$ cat config.mk
export PLATFORM = sky130hd
export DESIGN_NAME = point_slot_table_top_flat
export DESIGN_NICKNAME = d
export VERILOG_FILES = /design/src/hdl/pst_pkg.sv /design/src/hdl/pst_req_if.sv /design/src/hdl/pst_rsp_if.sv /design/src/hdl/pst_ram.sv /design/src/hdl/pst_ctrl.sv /design/src/hdl/point_slot_table_top.sv /design/src/flat_wrapper.sv
export SDC_FILE = /design/constraint.sdc
export NUM_CORES = 1
export LEC_CHECK = 0
export BUFFER_PORTS_ARGS = -buffer_cell sky130_fd_sc_hd__buf_4
export CAP_MARGIN = 20
export CELL_PAD_IN_SITES_DETAIL_PLACEMENT = 1
export CELL_PAD_IN_SITES_GLOBAL_PLACEMENT = 2
export CORE_MARGIN = 2
export CORE_UTILIZATION = 30
export CTS_CLUSTER_DIAMETER = 200
export DETAILED_ROUTE_END_ITERATION = 12
export GPL_ROUTABILITY_DRIVEN = 0
export PLACE_DENSITY_LB_ADDON = 0.12
export SYNTH_ARGS = -nofsm -noshare
export SYNTH_HDL_FRONTEND = slang
export SYNTH_SLANG_ARGS = --single-unit
$ cat constraint.sdc
create_clock -name clk -period 9.2 [get_ports clk]
set_clock_uncertainty 0.15 [all_clocks]
set_input_delay 0.92 -clock clk [delete_from_list [all_inputs] [get_ports clk]]
set_output_delay 0.92 -clock clk [all_outputs]
set_load 0.005 [all_outputs]
$ cat src/hdl/pst_pkg.sv
// Package for the point slot table: field widths, operation and status codes,
// sequencer state type and the sequencer-to-datapath control struct.
// No dependencies.
package pst_pkg;

    // Default number of slots in the table.
    localparam int SLOTS_DEFAULT = 16;

    // Field widths of the request and result items.
    localparam int MODE_W   = 3;
    localparam int COORD_W  = 16;
    localparam int IDX_W    = 4;
    localparam int STATUS_W = 3;
    localparam int COUNT_W  = 5;

    // Operation codes carried in the mode field.
    localparam logic [MODE_W-1:0] MODE_ADD      = 3'd0;
    localparam logic [MODE_W-1:0] MODE_RM_FIRST = 3'd1;
    localparam logic [MODE_W-1:0] MODE_RM_LAST  = 3'd2;
    localparam logic [MODE_W-1:0] MODE_RM_IDX   = 3'd3;
    localparam logic [MODE_W-1:0] MODE_RM_X     = 3'd4;
    localparam logic [MODE_W-1:0] MODE_FIND_Y   = 3'd5;

    // Result status codes.
    localparam logic [STATUS_W-1:0] STAT_OK         = 3'd0;
    localparam logic [STATUS_W-1:0] STAT_FULL       = 3'd1;
    localparam logic [STATUS_W-1:0] STAT_EMPTY      = 3'd2;
    localparam logic [STATUS_W-1:0] STAT_SLOT_EMPTY = 3'd3;
    localparam logic [STATUS_W-1:0] STAT_NO_MATCH   = 3'd4;

    // Sequencer states.
    typedef enum logic [1:0] {
        S_IDLE,
        S_SCAN,
        S_FIN
    } seq_state_t;

    // Strobes from the sequencer to the datapath.
    typedef struct packed {
        logic rd_en;   // read one slot's coordinates this cycle
        logic eval;    // read data of the previous slot is valid
        logic fin;     // scan complete, result is being formed
    } ctrl_t;

endpackage

$ cat src/hdl/pst_req_if.sv
// Request channel of the point slot table: valid/ready handshake plus payload.
// Depends on pst_pkg for field widths.
interface pst_req_if;

    logic                               valid;
    logic                               ready;
    logic [pst_pkg::MODE_W-1:0]         mode;
    logic signed [pst_pkg::COORD_W-1:0] x_value;
    logic signed [pst_pkg::COORD_W-1:0] y_value;
    logic [pst_pkg::IDX_W-1:0]          slot_index;

    modport source (output valid, mode, x_value, y_value, slot_index, input ready);
    modport sink   (input valid, mode, x_value, y_value, slot_index, output ready);

endinterface

$ cat src/hdl/pst_rsp_if.sv
// Result channel of the point slot table: valid/ready handshake plus payload.
// Depends on pst_pkg for field widths.
interface pst_rsp_if;

    logic                               valid;
    logic                               ready;
    logic [pst_pkg::STATUS_W-1:0]       status;
    logic [pst_pkg::IDX_W-1:0]          hit_index;
    logic signed [pst_pkg::COORD_W-1:0] hit_x;
    logic signed [pst_pkg::COORD_W-1:0] hit_y;
    logic [pst_pkg::COUNT_W-1:0]        entries_held;
    logic [pst_pkg::COUNT_W-1:0]        removed_count;

    modport source (output valid, status, hit_index, hit_x, hit_y, entries_held,
                    removed_count, input ready);
    modport sink   (input valid, status, hit_index, hit_x, hit_y, entries_held,
                    removed_count, output ready);

endinterface

$ cat src/hdl/pst_ram.sv
// Generic single-write, single-read RAM with registered read data.
// No dependencies.
module pst_ram #(
    parameter int WIDTH = 32,
    parameter int DEPTH = 16
) (
    input  logic                     clk,
    input  logic                     wr_en,
    input  logic [$clog2(DEPTH)-1:0] wr_addr,
    input  logic [WIDTH-1:0]         wr_data,
    input  logic                     rd_en,
    input  logic [$clog2(DEPTH)-1:0] rd_addr,
    output logic [WIDTH-1:0]         rd_data
);

    logic [WIDTH-1:0] mem [DEPTH];
    logic [WIDTH-1:0] rd_data_reg;

    always_ff @(posedge clk)
    begin
        if (wr_en)
        begin
            mem[wr_addr] <= wr_data;
        end
        if (rd_en)
        begin
            rd_data_reg <= mem[rd_addr];
        end
    end

    assign rd_data = rd_data_reg;

endmodule

$ cat src/hdl/pst_ctrl.sv
// Scan sequencer of the point slot table: walks all slots once per request,
// issuing one RAM read a cycle and flagging the cycle its data is evaluated.
// Depends on pst_pkg.
module pst_ctrl #(
    parameter int SLOTS = pst_pkg::SLOTS_DEFAULT
) (
    input  logic                     clk,
    input  logic                     rst_n,
    input  logic                     start,
    input  logic                     rev,
    input  logic                     out_free,
    output logic                     idle,
    output pst_pkg::ctrl_t           ctrl,
    output logic [$clog2(SLOTS)-1:0] rd_addr,
    output logic [$clog2(SLOTS)-1:0] ev_addr
);

    localparam int AW = $clog2(SLOTS);
    localparam int CW = $clog2(SLOTS + 1);
    localparam logic [AW-1:0] LAST_SLOT = AW'(SLOTS - 1);
    localparam logic [CW-1:0] SCAN_END  = CW'(SLOTS);

    pst_pkg::seq_state_t state_reg, state_next;
    logic [CW-1:0]       cnt_reg, cnt_next;
    logic                ev_valid_reg;
    logic [AW-1:0]       ev_addr_reg;

    always_ff @(posedge clk or negedge rst_n)
    begin
        if (!rst_n)
        begin
            state_reg    <= pst_pkg::S_IDLE;
            cnt_reg      <= '0;
            ev_valid_reg <= 1'b0;
        end
        else
        begin
            state_reg    <= state_next;
            cnt_reg      <= cnt_next;
            ev_valid_reg <= ctrl.rd_en;
        end
    end

    always_ff @(posedge clk)
    begin
        ev_addr_reg <= rd_addr;
    end

    // Remove-last walks the table from the top down.
    assign rd_addr = rev ? (LAST_SLOT - cnt_reg[AW-1:0]) : cnt_reg[AW-1:0];
    assign ev_addr = ev_addr_reg;

    always_comb
    begin
        state_next = state_reg;
        cnt_next   = cnt_reg;
        ctrl       = '0;
        idle       = 1'b0;
        unique case (state_reg)
            pst_pkg::S_IDLE:
            begin
                idle = 1'b1;
                if (start)
                begin
                    cnt_next   = '0;
                    state_next = pst_pkg::S_SCAN;
                end
            end
            pst_pkg::S_SCAN:
            begin
                if (cnt_reg != SCAN_END)
                begin
                    ctrl.rd_en = 1'b1;
                    cnt_next   = cnt_reg + 1'b1;
                end
                else if (!ev_valid_reg)
                begin
                    state_next = pst_pkg::S_FIN;
                end
            end
            pst_pkg::S_FIN:
            begin
                ctrl.fin = 1'b1;
                if (out_free)
                begin
                    state_next = pst_pkg::S_IDLE;
                end
            end
            default:
            begin
                state_next = pst_pkg::S_IDLE;
            end
        endcase
        ctrl.eval = ev_valid_reg;
    end

endmodule

$ cat src/hdl/point_slot_table_top.sv
// Top level of the point slot table: valid bits, entry count, shared compare
// unit, result register. Depends on pst_pkg, pst_req_if, pst_rsp_if, pst_ram
// and pst_ctrl.

// The point slot table holds SLOTS slots of signed 16-bit (x, y) points, each
// with a valid bit, and serves one request at a time: add, remove first,
// remove last, remove at index, remove by x, or find by y. Each request gives
// exactly one result carrying a status, the slot touched, its coordinates,
// the entry count afterwards and how many slots were cleared. A request is
// handled by one full walk over the table: the coordinates live in a RAM with
// a single read port, and a sequencer reads one slot per cycle while a single
// 16-bit comparator checks it against the key. From acceptance, the sequencer
// reads every slot in turn, waits for the last read data, closes the scan and
// loads the result register; the request side is not ready during that time.
// The result sits in an output register, so the next request is taken as soon
// as the walk finishes even if the previous result has not yet been collected;
// the sequencer only holds at the end of a walk while that register is full.
// Errors (full table, empty table, empty named slot, no match) return a status
// and leave the table unchanged. No clearing pass is needed after reset: the
// valid bits reset to empty and coordinates are only read from valid slots.
module point_slot_table_top #(
    parameter int SLOTS = pst_pkg::SLOTS_DEFAULT
) (
    input  logic       clk,
    input  logic       rst_n,
    pst_req_if.sink    req,
    pst_rsp_if.source  rsp
);

    localparam int AW   = $clog2(SLOTS);
    localparam int CW   = $clog2(SLOTS + 1);
    localparam int HW   = (AW > pst_pkg::IDX_W) ? AW : pst_pkg::IDX_W;
    localparam int NW   = (CW > pst_pkg::COUNT_W) ? CW : pst_pkg::COUNT_W;
    localparam int XY_W = 2 * pst_pkg::COORD_W;

    // Captured request.
    logic [pst_pkg::MODE_W-1:0]  mode_reg;
    logic [pst_pkg::COORD_W-1:0] x_reg;
    logic [pst_pkg::COORD_W-1:0] y_reg;
    logic [pst_pkg::IDX_W-1:0]   idx_reg;

    // Table state.
    logic [SLOTS-1:0] valid_reg;
    logic [CW-1:0]    count_reg;

    // Scan accumulators.
    logic                        found_reg;
    logic [CW-1:0]               removed_reg;
    logic [AW-1:0]               hit_idx_reg;
    logic [pst_pkg::COORD_W-1:0] hit_x_reg;
    logic [pst_pkg::COORD_W-1:0] hit_y_reg;

    // Result register.
    logic                         out_valid_reg;
    logic [pst_pkg::STATUS_W-1:0] status_out_reg;
    logic [pst_pkg::IDX_W-1:0]    hit_index_out_reg;
    logic [pst_pkg::COORD_W-1:0]  hit_x_out_reg;
    logic [pst_pkg::COORD_W-1:0]  hit_y_out_reg;
    logic [pst_pkg::COUNT_W-1:0]  entries_out_reg;
    logic [pst_pkg::COUNT_W-1:0]  removed_out_reg;

    pst_pkg::ctrl_t ctrl;
    logic           idle;
    logic [AW-1:0]  rd_addr;
    logic [AW-1:0]  ev_addr;
    logic [XY_W-1:0] rd_data;

    logic accept;
    logic out_free;
    logic fin_fire;
    logic add_commit;
    logic rev;

    logic                        vbit;
    logic [pst_pkg::COORD_W-1:0] rx;
    logic [pst_pkg::COORD_W-1:0] ry;
    logic [pst_pkg::COORD_W-1:0] cmp_key;
    logic [pst_pkg::COORD_W-1:0] cmp_field;
    logic                        key_eq;
    logic                        idx_eq;
    logic                        match;
    logic                        is_remove;
    logic                        take;
    logic [pst_pkg::STATUS_W-1:0] miss_status;

    logic [CW-1:0] entries_after;
    logic [HW-1:0] hit_wide;
    logic [NW-1:0] ent_wide;
    logic [NW-1:0] rem_wide;

    assign accept    = req.valid && req.ready;
    assign req.ready = idle;
    assign out_free  = !out_valid_reg || rsp.ready;
    assign fin_fire  = ctrl.fin && out_free;
    assign rev       = (mode_reg == pst_pkg::MODE_RM_LAST);

    // An add that found a free slot commits its write when the result is loaded into the result register.
    assign add_commit = (mode_reg == pst_pkg::MODE_ADD) && found_reg;

    pst_ctrl #(
        .SLOTS (SLOTS)
    ) u_ctrl (
        .clk      (clk),
        .rst_n    (rst_n),
        .start    (accept),
        .rev      (rev),
        .out_free (out_free),
        .idle     (idle),
        .ctrl     (ctrl),
        .rd_addr  (rd_addr),
        .ev_addr  (ev_addr)
    );

    pst_ram #(
        .WIDTH (XY_W),
        .DEPTH (SLOTS)
    ) u_xy_ram (
        .clk     (clk),
        .wr_en   (fin_fire && add_commit),
        .wr_addr (hit_idx_reg),
        .wr_data ({x_reg, y_reg}),
        .rd_en   (ctrl.rd_en),
        .rd_addr (rd_addr),
        .rd_data (rd_data)
    );

    // The shared compare unit: one 16-bit equality check per scanned slot,
    // against x for remove-by-x and y for find-by-y.
    assign rx        = rd_data[XY_W-1:pst_pkg::COORD_W];
    assign ry        = rd_data[pst_pkg::COORD_W-1:0];
    assign vbit      = valid_reg[ev_addr];
    assign cmp_key   = (mode_reg == pst_pkg::MODE_FIND_Y) ? y_reg : x_reg;
    assign cmp_field = (mode_reg == pst_pkg::MODE_FIND_Y) ? ry : rx;
    assign key_eq    = (cmp_field == cmp_key);
    assign idx_eq    = (HW'(ev_addr) == HW'(idx_reg));

    always_comb
    begin
        match       = 1'b0;
        is_remove   = 1'b0;
        miss_status = pst_pkg::STAT_OK;
        unique case (mode_reg) inside
            pst_pkg::MODE_ADD:
            begin
                match       = !vbit;
                miss_status = pst_pkg::STAT_FULL;
            end
            pst_pkg::MODE_RM_FIRST, pst_pkg::MODE_RM_LAST:
            begin
                match       = vbit;
                is_remove   = 1'b1;
                miss_status = pst_pkg::STAT_EMPTY;
            end
            pst_pkg::MODE_RM_IDX:
            begin
                match       = vbit && idx_eq;
                is_remove   = 1'b1;
                miss_status = pst_pkg::STAT_SLOT_EMPTY;
            end
            pst_pkg::MODE_RM_X:
            begin
                match       = vbit && key_eq;
                is_remove   = 1'b1;
                miss_status = pst_pkg::STAT_NO_MATCH;
            end
            pst_pkg::MODE_FIND_Y:
            begin
                match       = vbit && key_eq;
                miss_status = pst_pkg::STAT_NO_MATCH;
            end
            default:
            begin
                match       = 1'b0;
                miss_status = pst_pkg::STAT_OK;
            end
        endcase
    end

    // Only remove-by-x acts on every match; the others stop at the first.
    assign take = ctrl.eval && match && (!found_reg || (mode_reg == pst_pkg::MODE_RM_X));

    always_ff @(posedge clk or negedge rst_n)
    begin
        if (!rst_n)
        begin
            mode_reg    <= pst_pkg::MODE_ADD;
            valid_reg   <= '0;
            count_reg   <= '0;
            found_reg   <= 1'b0;
            removed_reg <= '0;
        end
        else if (accept)
        begin
            mode_reg    <= req.mode;
            found_reg   <= 1'b0;
            removed_reg <= '0;
        end
        else if (take)
        begin
            found_reg <= 1'b1;
            if (is_remove)
            begin
                valid_reg[ev_addr] <= 1'b0;
                count_reg          <= count_reg - 1'b1;
                removed_reg        <= removed_reg + 1'b1;
            end
        end
        else if (fin_fire && add_commit)
        begin
            valid_reg[hit_idx_reg] <= 1'b1;
            count_reg              <= count_reg + 1'b1;
        end
    end

    always_ff @(posedge clk)
    begin
        if (accept)
        begin
            x_reg       <= req.x_value;
            y_reg       <= req.y_value;
            idx_reg     <= req.slot_index;
            hit_idx_reg <= '0;
            hit_x_reg   <= '0;
            hit_y_reg   <= '0;
        end
        else if (take && !found_reg)
        begin
            hit_idx_reg <= ev_addr;
            hit_x_reg   <= (mode_reg == pst_pkg::MODE_ADD) ? x_reg : rx;
            hit_y_reg   <= (mode_reg == pst_pkg::MODE_ADD) ? y_reg : ry;
        end
    end

    // Result fields keep only the low bits of their widths for large tables.
    assign entries_after = add_commit ? (count_reg + 1'b1) : count_reg;
    assign hit_wide      = HW'(hit_idx_reg);
    assign ent_wide      = NW'(entries_after);
    assign rem_wide      = NW'(removed_reg);

    always_ff @(posedge clk or negedge rst_n)
    begin
        if (!rst_n)
        begin
            out_valid_reg <= 1'b0;
        end
        else if (fin_fire)
        begin
            out_valid_reg <= 1'b1;
        end
        else if (rsp.ready)
        begin
            out_valid_reg <= 1'b0;
        end
    end

    always_ff @(posedge clk)
    begin
        if (fin_fire)
        begin
            status_out_reg    <= found_reg ? pst_pkg::STAT_OK : miss_status;
            hit_index_out_reg <= hit_wide[pst_pkg::IDX_W-1:0];
            hit_x_out_reg     <= hit_x_reg;
            hit_y_out_reg     <= hit_y_reg;
            entries_out_reg   <= ent_wide[pst_pkg::COUNT_W-1:0];
            removed_out_reg   <= rem_wide[pst_pkg::COUNT_W-1:0];
        end
    end

    assign rsp.valid         = out_valid_reg;
    assign rsp.status        = status_out_reg;
    assign rsp.hit_index     = hit_index_out_reg;
    assign rsp.hit_x         = hit_x_out_reg;
    assign rsp.hit_y         = hit_y_out_reg;
    assign rsp.entries_held  = entries_out_reg;
    assign rsp.removed_count = removed_out_reg;

    // The entry count always agrees with the number of valid bits.
    a_count_tracks_valid: assert property (@(posedge clk) disable iff (!rst_n)
        $countones(valid_reg) == count_reg)
        else $error("entry count differs from number of valid slots");

    // The table never holds more entries than it has slots.
    a_count_bound: assert property (@(posedge clk) disable iff (!rst_n)
        count_reg <= CW'(SLOTS))
        else $error("entry count exceeds table size");

    // Only remove-by-x may clear more than one slot in one request.
    a_single_remove: assert property (@(posedge clk) disable iff (!rst_n)
        (mode_reg != pst_pkg::MODE_RM_X) |-> (removed_reg <= CW'(1)))
        else $error("several slots cleared by a single-slot removal");

    // A new result only appears at the end of a completed scan.
    a_result_after_scan: assert property (@(posedge clk) disable iff (!rst_n)
        $rose(out_valid_reg) |-> $past(ctrl.fin))
        else $error("result loaded outside the end of a scan");

endmodule

$ cat src/flat_wrapper.sv
// flat-port wrapper written by rule: the top's interface ports become plain ports
module point_slot_table_top_flat 
#(
    parameter int SLOTS = pst_pkg::SLOTS_DEFAULT
)
  (clk, rst_n, req_valid, req_mode, req_x_value, req_y_value, req_slot_index, req_ready, rsp_valid, rsp_status, rsp_hit_index, rsp_hit_x, rsp_hit_y, rsp_entries_held, rsp_removed_count, rsp_ready);
  pst_req_if req_i ();
  pst_rsp_if rsp_i ();
  input  logic clk;
  input  logic rst_n;
  input wire logic [$bits(req_i.valid)-1:0] req_valid;
  input wire logic [$bits(req_i.mode)-1:0] req_mode;
  input wire logic [$bits(req_i.x_value)-1:0] req_x_value;
  input wire logic [$bits(req_i.y_value)-1:0] req_y_value;
  input wire logic [$bits(req_i.slot_index)-1:0] req_slot_index;
  output wire logic [$bits(req_i.ready)-1:0] req_ready;
  output wire logic [$bits(rsp_i.valid)-1:0] rsp_valid;
  output wire logic [$bits(rsp_i.status)-1:0] rsp_status;
  output wire logic [$bits(rsp_i.hit_index)-1:0] rsp_hit_index;
  output wire logic [$bits(rsp_i.hit_x)-1:0] rsp_hit_x;
  output wire logic [$bits(rsp_i.hit_y)-1:0] rsp_hit_y;
  output wire logic [$bits(rsp_i.entries_held)-1:0] rsp_entries_held;
  output wire logic [$bits(rsp_i.removed_count)-1:0] rsp_removed_count;
  input wire logic [$bits(rsp_i.ready)-1:0] rsp_ready;
  assign req_i.valid = req_valid;
  assign req_i.mode = req_mode;
  assign req_i.x_value = req_x_value;
  assign req_i.y_value = req_y_value;
  assign req_i.slot_index = req_slot_index;
  assign req_ready = req_i.ready;
  assign rsp_valid = rsp_i.valid;
  assign rsp_status = rsp_i.status;
  assign rsp_hit_index = rsp_i.hit_index;
  assign rsp_hit_x = rsp_i.hit_x;
  assign rsp_hit_y = rsp_i.hit_y;
  assign rsp_entries_held = rsp_i.entries_held;
  assign rsp_removed_count = rsp_i.removed_count;
  assign rsp_i.ready = rsp_ready;
  point_slot_table_top #(.SLOTS(SLOTS)) u_core (.clk(clk), .rst_n(rst_n), .req(req_i), .rsp(rsp_i));
endmodule
==> summary.md <==
| Metric | Value |
|---|---|
| Status | completed |
| Hold Crit Class | in2async |
| Final Non-Filler Cells | 2680 |
| Vias/cell | 4.85 |
| Final nets | about 1500 |
| Top cell type by total area after synthesis | edfxtp_1 |
| R2r setup slk | 4.89 ns |
| Crit Path Class | reg2reg |
| Core area | 0.0896 mm2 |
| Initial core utilization | 0.302 |
| Worst-margin pin slew | 0.970 ns |
| R2R depth | 8 |
| Setup crit end kind | register |
| Vias in the first global route | 14400 |
| Sequential fraction of the synthesis area | 0.764 |
| Wire length on met3 | 2510 um |
| PortBufs | 93 |
| Num CTS Buffers | 82 |
| Slowest CP cell | buf_12 |
| Synth Warn # | 0 |
| Slowest stage delay, CP | 0.55 ns |
| Worst r2r src | u_core.mode_reg[0] |
| Commonest non-fill, non-tap cell in the layout | edfxtp_1 |
| Clk sinks | roughly 710 |
| Syn-to-layout area delta | 18.2% |
| Vias | 13000 |
| Netlist cell types | 48 |
| First-pass GRT wire length | 105000 um |
| H-Tree Depth | 3 |
| FMAX | 232 MHz |
| Mapped Nets | 1341 |
| Normalized max-slew margin | 0.354 |
| Fin. Hold Viols | 0 |
| Post-synth EDFFs | about 630 |
| Final wirelength | 71600 um |
| Area share of the largest cell type after synthesis | 0.699 |
| Die W | approximately 300 um |
| CP arrival | around 4.5 ns |
| Power density over cell area | just under 300 mW/mm2 |
| Share of cells above drive strength 1 | 0.292 |
| Period utilization | 0.469 |
| Highest net fanout along the worst path | 82 |
| R2r endpoint | u_core.u_xy_ram.rd_data[16] |
| Initial antenna violation count | 2 |
| Fin crit period | 4.31 ns |
| Placed Cells | 2535 |
| Final setup fails | 0 |
| CTS tree | built |
| CTS Buffer Depth | 3 |
| Die Height | 304 um |
| Core Rows | 110 |
| Most frequent cells in the layout | edfxtp_1, mux4_2, buf_4, clkbuf_16, nor2_1 |
| Max Slew Vio Count | 0 |
| I/O pins | 94 |
| Worst setup margin | between 4 and 5 ns |
| Hold-fix buffers, CTS | 0 |
| Root Driver | clkbuf_16 |
| Yosys reg bits | 708 |
| Die area | 0.0925 mm2 |
| Setup Fix Bufs, Post-CTS | 0 |
| Clk_lat worst skew | 0.61 ns |
| WL met1 | 33000 um |
| Overflow after GRT | 0 |
| Syn_area_per_cell | 20.9 um2 |
| WP data required | between 9 and 10 ns |
| Synth Cell Area | 0.0270 mm2 |
| Ant diodes | 0 |
| Setup tns final | 0 ns |
| Max-Cap Viols | 0 |
| Synth top area cells | edfxtp_1, mux4_2, dfrtp_1, dfxtp_1, mux2i_1 |
| Dpl ws | 4.34 ns |
| First-pass DRT Iterations | 5 |
| Number of flip-flops in the largest register | 512 |
| DP Wirelength | 37900 um |
| Drc violations | 0 |
| Fraction of registers with async set/reset | 0.0551 |
| Post-CTS resize count | 0 |
| Top FF cell, synth | edfxtp_1 |
| Pleak | 10.5 nW |
| Pin count of the biggest net entering global routing | 130 |
| Critical path launch point type | register |
| DR WL/cell | 26.7 um |
| Antenna-violating nets left | 0 |
| Hold_ws | 0.158 ns |
| Maximum vdd ir drop | 0.000367 V |
| Cells after synthesis | approximately 1300 |
| Top sig layer | met4 |
| Number of DRC markers in iteration 0 | 868 |
| Pwr Total | approximately 9.4 mW |
| CP Cell Sequence | nor2b_1 > and2_1 > xnor2_2 > buf_12 > buf_4 > buf_16 > mux4_2 > mux4_2 |
| Critical path's most frequent cell | mux4_2 |
| GR Util All Layers | 0.157 |
| Met2 Wirelength | 34700 um |
| Unrepaired setup endpoints after global routing | no |
| Clock Pin Slew Worst Setup and Hold Paths | 0.06 ns |
==> routing by layer <==
| metal | vias to the layer above | global-route usage |
|---|---|---|
| met5 | - | 0 |
| met4 | 0 | 0.0434 |
| met3 | 94 | 0.0242 |
| met2 | 259 | 0.256 |
| met1 | 7040 | 0.218 |
| li1 | 5607 | - |
==> per-stage QoR <==
stage	cell area, um2	util
4_1_cts	31900	0.356
2_1_floorplan	27000	-
3_3_place_gp	29400	0.328
5_1_grt	32000	0.357
6_report	32000	0.357
3_5_place_dp	29400	0.328
==> worst max-delay path, delay by kind of cell, from the launching register on <==
kind	cells	cell delay, ns
xor+xnor	1	0.18
buf+inv	3	1.32
flops	1	0.53
mux	2	1.08
simple gates	2	0.61
==> worst max-delay path by stage <==
stage                                     from                           to  cells after the start
floorplan                            rsp_ready    u_core.u_xy_ram.mem[0][0]                      6
global placement               u_core.y_reg[7]        u_core.hit_idx_reg[1]                     10
detailed placement                   rsp_ready   u_core.u_xy_ram.mem[9][16]                      8
CTS                            u_core.x_reg[9]          u_core.hit_y_reg[2]                     10
global route        u_core.u_ctrl.state_reg[0]   u_core.u_xy_ram.mem[9][21]                      7
finish                      u_core.mode_reg[0]  u_core.u_xy_ram.rd_data[16]                      8
==> layout make-up <==
cell class / instances / area, um2
Timing Repair Buffer: 130 / 1040
Clock inverter: 34 / 284
Multi-Input combinational cell: 510 / 6190
Clock buffer: 109 / 2260
Inverter: 13 / 51.3
Fill cell: 8673 / 57600
Sequential cell: 708 / 20700
Tap cell: 1176 / 1470
==> logic make-up (layout without fill, tap and decap cells) <==
family	Yosys count	count (layout)	share of synthesized area
adder cells (fa/ha/maj)	5	5	0.00231
buffers and inverters	75	286	0.0121
AO/OA/AOI/OAI	82	82	0.0211
XOR/XNOR	51	51	0.0165
AND/OR/NAND/NOR	162	162	0.0289
multiplexers	210	210	0.155
flip-flops	708	708	0.764
==> report_power, final <==
| group | internal [mW] | switching (mW) |
|---|---|---|
| Clock | 1.83 | 1.27 |
| Combinational | 1.15 | 1.10 |
| Sequential | 3.78 | 0.236 |
==> cells in the mapped netlist (all sizes together) (22+ instances only) <==
cell type  number
mux4          164
dfrtp          39
clkbuf         29
nor2           64
mux2i          43
dfxtp          40
edfxtp        629
xnor2          22
buf            33
a211oi         33
xor2           29
No activity file was read; power rests on OpenSTA's default activity.
